File: config.mk
export PLATFORM = sky130hd
export DESIGN_NAME = slwsl_rem
export DESIGN_NICKNAME = d
export VERILOG_FILES = /design/src/rtl/slwsl_pkg.sv /design/src/rtl/slwsl_rem.sv
export SDC_FILE = /design/constraint.sdc
export NUM_CORES = 1
export LEC_CHECK = 0
export BUFFER_PORTS_ARGS = -buffer_cell sky130_fd_sc_hd__buf_2
export CAP_MARGIN = 0
export CORE_AREA = 2 2 124 126
export CTS_BUF_LIST = sky130_fd_sc_hd__clkbuf_4 sky130_fd_sc_hd__clkbuf_8
export DETAILED_ROUTE_END_ITERATION = 7
export DIE_AREA = 0 0 126 128
export PLACE_DENSITY_LB_ADDON = 0.12
export SYNTH_ARGS = -nofsm -noshare
export SYNTH_HDL_FRONTEND = slang
export SYNTH_SLANG_ARGS = --single-unit
File: constraint.sdc
create_clock -name clk -period 3.7 [get_ports clk]
set_input_delay 0.185 -clock clk [delete_from_list [all_inputs] [get_ports clk]]
set_output_delay 0.185 -clock clk [all_outputs]
set_load 0.02 [all_outputs]
File: src/rtl/slwsl_pkg.sv
// Shared types and constants for the segmented longest window sum block.
// No dependencies.
package slwsl_pkg;

	localparam int HEIGHT_W = 30;
	localparam int VALUE_W  = 30;
	localparam int LIMIT_W  = 48;
	localparam int RUN_W    = 11;
	localparam int REM_CNT_W = $clog2(HEIGHT_W);
	localparam logic [RUN_W-1:0] RUN_MAX = 11'd2047;

	// window datapath commands, driven from the sequencer steps
	typedef struct packed {
		logic clear;
		logic push;
		logic new_seg;
		logic rd;
		logic pop;
	} win_cmd_t;

endpackage

File: src/rtl/slwsl_rem.sv
// Radix-2 restoring remainder unit: one compare-subtract per cycle while busy.
// Depends on slwsl_pkg.
module slwsl_rem (
	input  logic                          clk,
	input  logic                          arst_n,
	input  logic                          start,
	input  logic [slwsl_pkg::HEIGHT_W-1:0] dividend,
	input  logic [slwsl_pkg::HEIGHT_W-1:0] divisor,
	output logic                          done,
	output logic                          rem_nz
);
	localparam int W = slwsl_pkg::HEIGHT_W;
	localparam int CW = slwsl_pkg::REM_CNT_W;

	logic          busy_q;
	logic          done_q;
	logic [CW-1:0] cnt_q;
	logic [W-1:0]  dvd_q;
	logic [W-1:0]  dvs_q;
	logic [W-1:0]  rem_q;
	logic [W:0]    trial;
	logic [W:0]    diff;

	assign trial = {rem_q, dvd_q[W-1]};
	assign diff  = trial - {1'b0, dvs_q};

	always_ff @(posedge clk or negedge arst_n) begin
		if (!arst_n) begin
			busy_q <= 1'b0;
			done_q <= 1'b0;
			cnt_q  <= '0;
		end else begin
			done_q <= 1'b0;
			if (start) begin
				busy_q <= 1'b1;
				cnt_q  <= CW'(W - 1);
			end else if (busy_q) begin
				if (cnt_q == '0) begin
					busy_q <= 1'b0;
					done_q <= 1'b1;
				end else begin
					cnt_q <= cnt_q - 1'b1;
				end
			end
		end
	end

	always_ff @(posedge clk) begin
		if (start) begin
			dvd_q <= dividend;
			dvs_q <= divisor;
			rem_q <= '0;
		end else if (busy_q) begin
			dvd_q <= {dvd_q[W-2:0], 1'b0};
			if (!diff[W])
				rem_q <= diff[W-1:0];
			else
				rem_q <= trial[W-1:0];
		end
	end

	assign done   = done_q;
	assign rem_nz = (rem_q != '0);

endmodule

## After elaboration in Yosys (flattened, before gate mapping)

Cells that the tools add are included.

- Register bits after elaboration: 97
- Input bits: 63
- Output and inout bits: 2
- Word-level logic and storage cells: 25

- Add/sub/neg operators: 2
- Equality and inequality tests: 1
- Multiplexer cells: 12
- Reductions and logical operators: 4

Operators by type and width:

| operator | number |
|---|---|
| 30-bit two-way mux | 3 |
| 31-bit by 30-bit subtractor with 31-bit output | 1 |
| 30-bit nonzero test | 1 |
| 5-bit two-way mux | 3 |
| 1-bit two-way mux | 6 |
| 5-bit logical NOT | 1 |
| 5-bit by 1-bit subtractor with 5-bit output, second input constant | 1 |
| 2-bit inequality test, second input constant | 1 |
| 2-bit AND reduction | 1 |
| 2-bit nonzero test | 1 |

## Depth between registers and ports, before layout

- Depth after elaboration: 4
- Gate-level depth with buffers: 13
- Depth with buffers taken out: 11

## Least setup slack after synthesis

Ideal clock, no wire load.

- Kind: reg-to-reg
- From: register dvs_q[9]
- To: register rem_q[13]
- Library setup time: 0.125 ns
- Arrival: 2.667 ns
- Required time: 3.575 ns
- Path slack: 0.908 ns
- Stages on the path, launching flop included: 14
- Path buffers: 3
- Clock period less this slack: 2.792 ns
- Cells stage by stage: edfxtp_1 inv_1 ha_1 and3_1 buf_6 a221oi_2 and3_1 a211oi_2 o2111a_2 or3_1 buf_6 buf_6 a21oi_1 o31ai_1

- Cells in the longest elaborated chain, start to end: 2

RTL lines:

| item | line | source |
|---|---|---|
| start: declaration | slwsl_rem.sv:19 | `logic [W-1:0] dvs_q;` |
| start signal: assignment | slwsl_rem.sv:51 | `dvs_q <= divisor;` |
| 31-bit by 30-bit subtractor with 31-bit output | slwsl_rem.sv:25 | `assign diff = trial - {1'b0, dvs_q};` |
| 30-bit two-way mux | slwsl_rem.sv:55 | `if (!diff[W])` |
| end signal: assignment | slwsl_rem.sv:56 | `rem_q <= diff[W-1:0];` |
| end signal: assignment | slwsl_rem.sv:58 | `rem_q <= trial[W-1:0];` |
| end: declaration | slwsl_rem.sv:20 | `logic [W-1:0] rem_q;` |

No other way between the ends.
A chain may end at the register's enable or synchronous reset.

## Worst setup path in the final report

- From: register rem_q[10]
- To: register rem_q[12]

- Cells in the longest elaborated chain, start to end: 2

RTL lines:

| item | line |
|---|---|
| 31-bit by 30-bit subtractor with 31-bit output | slwsl_rem.sv:25 |
| 30-bit two-way mux | slwsl_rem.sv:55 |

No other way between the ends.

==> key figures <==
Status
  • Status: finished clean

STA
  • Slew Viols, Final: 0
  • Min Tclk post-route: about 3.4 ns
  • RSZ-0062 raised after global routing: false
  • Setup Skew: approximately 0.017 ns
  • Final setup viols: 0
  • Setup TNS: 0 ns
  • Fmax achieved: between 200 and 300 MHz
  • Final hold viol count: 0
  • Slew margin rel.: 0.5971
  • Hold WS: around 0.11 ns
  • Final period util: 0.9211
  • Actual transition at the worst max-transition pin: 0.6022 ns

Clocking
  • Root buf cell: clkbuf_8
  • CTS max path bufs: 2
  • Total CTS buffers: 9
  • TritonCTS clock tree: done
  • Worst skew pair latency: approximately 0.38 ns
  • Worst-path clk slew: approximately 0.10 ns
  • # clock sinks: between 90 and 100
  • H-tree depth: 3
  • Post CTS Setup Buffer Count: 0

Global route
  • Initial antenna violation count: 0
  • Pin count of the biggest net entering global routing: 48
  • Vias in the first global route: around 4,700
  • First-pass GRT wire length: 24.23 mm
  • Total grt overflow: 0
  • GRT Overall Usage: 0.1877

Synthesis
  • Top_reg_cell synth: edfxtp_1
  • Area leader, netlist: edfxtp_1
  • Mean post-synth cell area: around 10 um2
  • Post-Syn Area: 0.005802 mm2
  • Post-synthesis sequential area ratio: 0.4443
  • Area share of the largest cell type after synthesis: 0.3105
  • Cell variety after synth: 57
  • Largest cells by area after synthesis: edfxtp_1, dfxtp_1, ha_1
  • Post-synth EDFFs: 60
  • Asr flop ratio synth: 0.07216
  • Yosys warnings: 0
  • Syn nets: 681
  • #FFs+latches synth: just under 100
  • Mapped Cells: approximately 590
  • Count leader, synth: edfxtp_1
  • Top post-synthesis cells by count: edfxtp_1, nor2_1, inv_1, nand2_1, a21oi_1

Placement
  • PortBufs: between 60 and 70
  • RD Place Congestion: 0.9367
  • Post-detail-place hpwl: 10.69 mm

Drt
  • Vias/cell: ~5.5
  • Wire per inst: approximately 17 um
  • Final ANT Viol Nets: 0
  • First drt pass iteration count: 4
  • Vias: between 4,000 and 5,000
  • Routed WL: 14.53 mm
  • Iter 0 DRT Violations: 312
  • DR DRC count: 0

Pwr
  • Pwr dens: around 640 mW/mm2
  • Leak Pwr: 2.769 nW
  • Peak supply drop: between 0.15 and 0.2 mV

Die
  • Die area: 0.01613 mm2
  • Die height: between 100 and 150 um
  • Std cell rows: 45
  • Starting density of the core: 0.3903
  • IO Count: 65
  • CORE AREA: approximately 0.015 mm2
  • Die W: ~130 um

Critical path
  • Worst R2R Start: rem_q[10]$_SDFFE_PP0P_
  • Crit path top cell by count: a21oi_1
  • R2r setup slk: just under 0.3 ns
  • Req. time, crit path: around 4.0 ns
  • Critical-path top delay cell: o21ai_2
  • Cell breakdown of the critical path: ha_1, a21oi_1, a21oi_1, o21ai_0, a211oi_2, o2111a_2, o21ai_2, buf_4, nand3_1, a311oi_1
  • Crit path from: rem_q[10]$_SDFFE_PP0P_
  • Crit Path Category: flip-flop to flip-flop
  • CP Max Fanout: 15
  • Crit end category: flip-flop
  • CP max stage delay: between 0.4 and 0.5 ns
  • CP Launch Type: flip-flop
  • CP arrival: approximately 3.7 ns

Worst hold path
  • Worst Hold Launch: dividend[13]
  • Worst hold-check path type: input port to flip-flop

Layout
  • Diodes inserted: 0
  • Filler Cells Inserted: between 1,000 and 1,500
  • Register area: 0.002577 mm2
  • Area Growth Syn to Fin: 16.95%
  • Layout cell share with drive strength beyond 1: 0.1959
  • Multi-input logic area: ~0.003 mm2
  • # nets final: 770

Flow run
  • Max Cap Violations: 0
cells in the final DEF (no fill, tap or decap), drive strengths merged, types with 7 or more instances in the layout:
cell type | Yosys | final
buf | 11 | 75
edfxtp | 60 | 60
nor2 | 45 | 45
inv | 42 | 42
nand2 | 38 | 38
o21ai | 37 | 37
a21oi | 36 | 36
ha | 32 | 32
dlygate4sd3 | 0 | 31
dfxtp | 30 | 30
mux2 | 29 | 29
nand3 | 24 | 24
a311oi | 20 | 20
xnor2 | 18 | 18
a21o | 14 | 14
o211ai | 11 | 11
nor4 | 10 | 10
nor3 | 10 | 10
nand4 | 9 | 9
xor2 | 9 | 9
clkbuf | 17 | 9
dfrtp | 7 | 7
where the power goes:
group,leakage (nW),internal [mW],switching (mW)
Combinational,1.76,0.908,1.24
Clock,0.0773,0.242,0.390
Sequential,0.931,1.35,0.199
Total,2.77,2.50,1.83
final timing paths:
| kind | endpoint | cells after the start |
|---|---|---|
| worst max-delay path | rem_q[12]$_SDFFE_PP0P_ | 10 |
| worst min-delay path | dvd_q[13]$_DFFE_PP_ | 2 |
| worst max register to register | rem_q[12]$_SDFFE_PP0P_ | 10 |
| worst min register to register | cnt_q[4]$_DFFE_PN0P_ | 2 |
| max in group asynchronous | busy_q$_DFF_PN0_ | 2 |
| min in group asynchronous | cnt_q[3]$_DFFE_PN0P_ | 2 |
area by class of cell:
cell class,instances,share of cell area
clock inverter,7,0.007007
timing repair buffer,106,0.1073
sequential,97,0.3799
inverter,42,0.02323
clock buffer,9,0.01826
tap,188,0.03467
multi-input combinational,418,0.4297
per-stage QoR:
step	std cells	instance area (um2)	util	setup slack [ns]	total power [mW]
2_1_floorplan	585	5802	-	0.9077	3.105
3_3_place_gp	820	6304	0.4241	0.3513	3.667
3_5_place_dp	820	6304	0.4241	0.3525	3.683
4_1_cts	867	6785	0.4565	0.3204	4.354
5_1_grt	867	6785	0.4565	0.04639	4.657
6_report	867	6785	0.4565	0.2918	4.331
what timing repair did:
item	CTS	global route
resized for setup	0	0
setup endpoints to repair	0	0
hold buffers	31	0
hold endpoints to repair	37	0
state kept, by name (all words and copies together), names as in the netlist:
signal and cells:
rem_q 30, dvd_q 30, done 1, busy_q 1, cnt_q 5, dvs_q 30
layer usage:
metal / up-vias / GRT usage / part of all wire
met3: 23 / 0.02838 / 0.050
met4: 0 / 0.06917 / 0.021
met5: - / 0 / 0
met2: 131 / 0.2887 / 0.45
li1: 2360 / - / -
met1: 2257 / 0.2688 / 0.48
logic make-up (layout without fill, tap and decap cells):
family | after synthesis | after routing | share of synthesized area
simple gates | 170 | 170 | 0.1456
compound gates | 157 | 157 | 0.1840
flops | 97 | 97 | 0.4443
buf+inv | 70 | 164 | 0.05327
fa+ha+maj | 33 | 33 | 0.07246
mux | 31 | 31 | 0.05974
xor+xnor | 27 | 27 | 0.04076
critical path: cells and delay by family (launching register included):
| kind | cells | cell delay, ns |
|---|---|---|
| AO/OA/AOI/OAI | 7 | 2.10 |
| flip-flops | 1 | 0.43 |
| adder cells (fa/ha/maj) | 1 | 0.38 |
| buffers and inverters | 1 | 0.32 |
| AND/OR/NAND/NOR | 1 | 0.09 |
(Power assumes the default switching activity.)
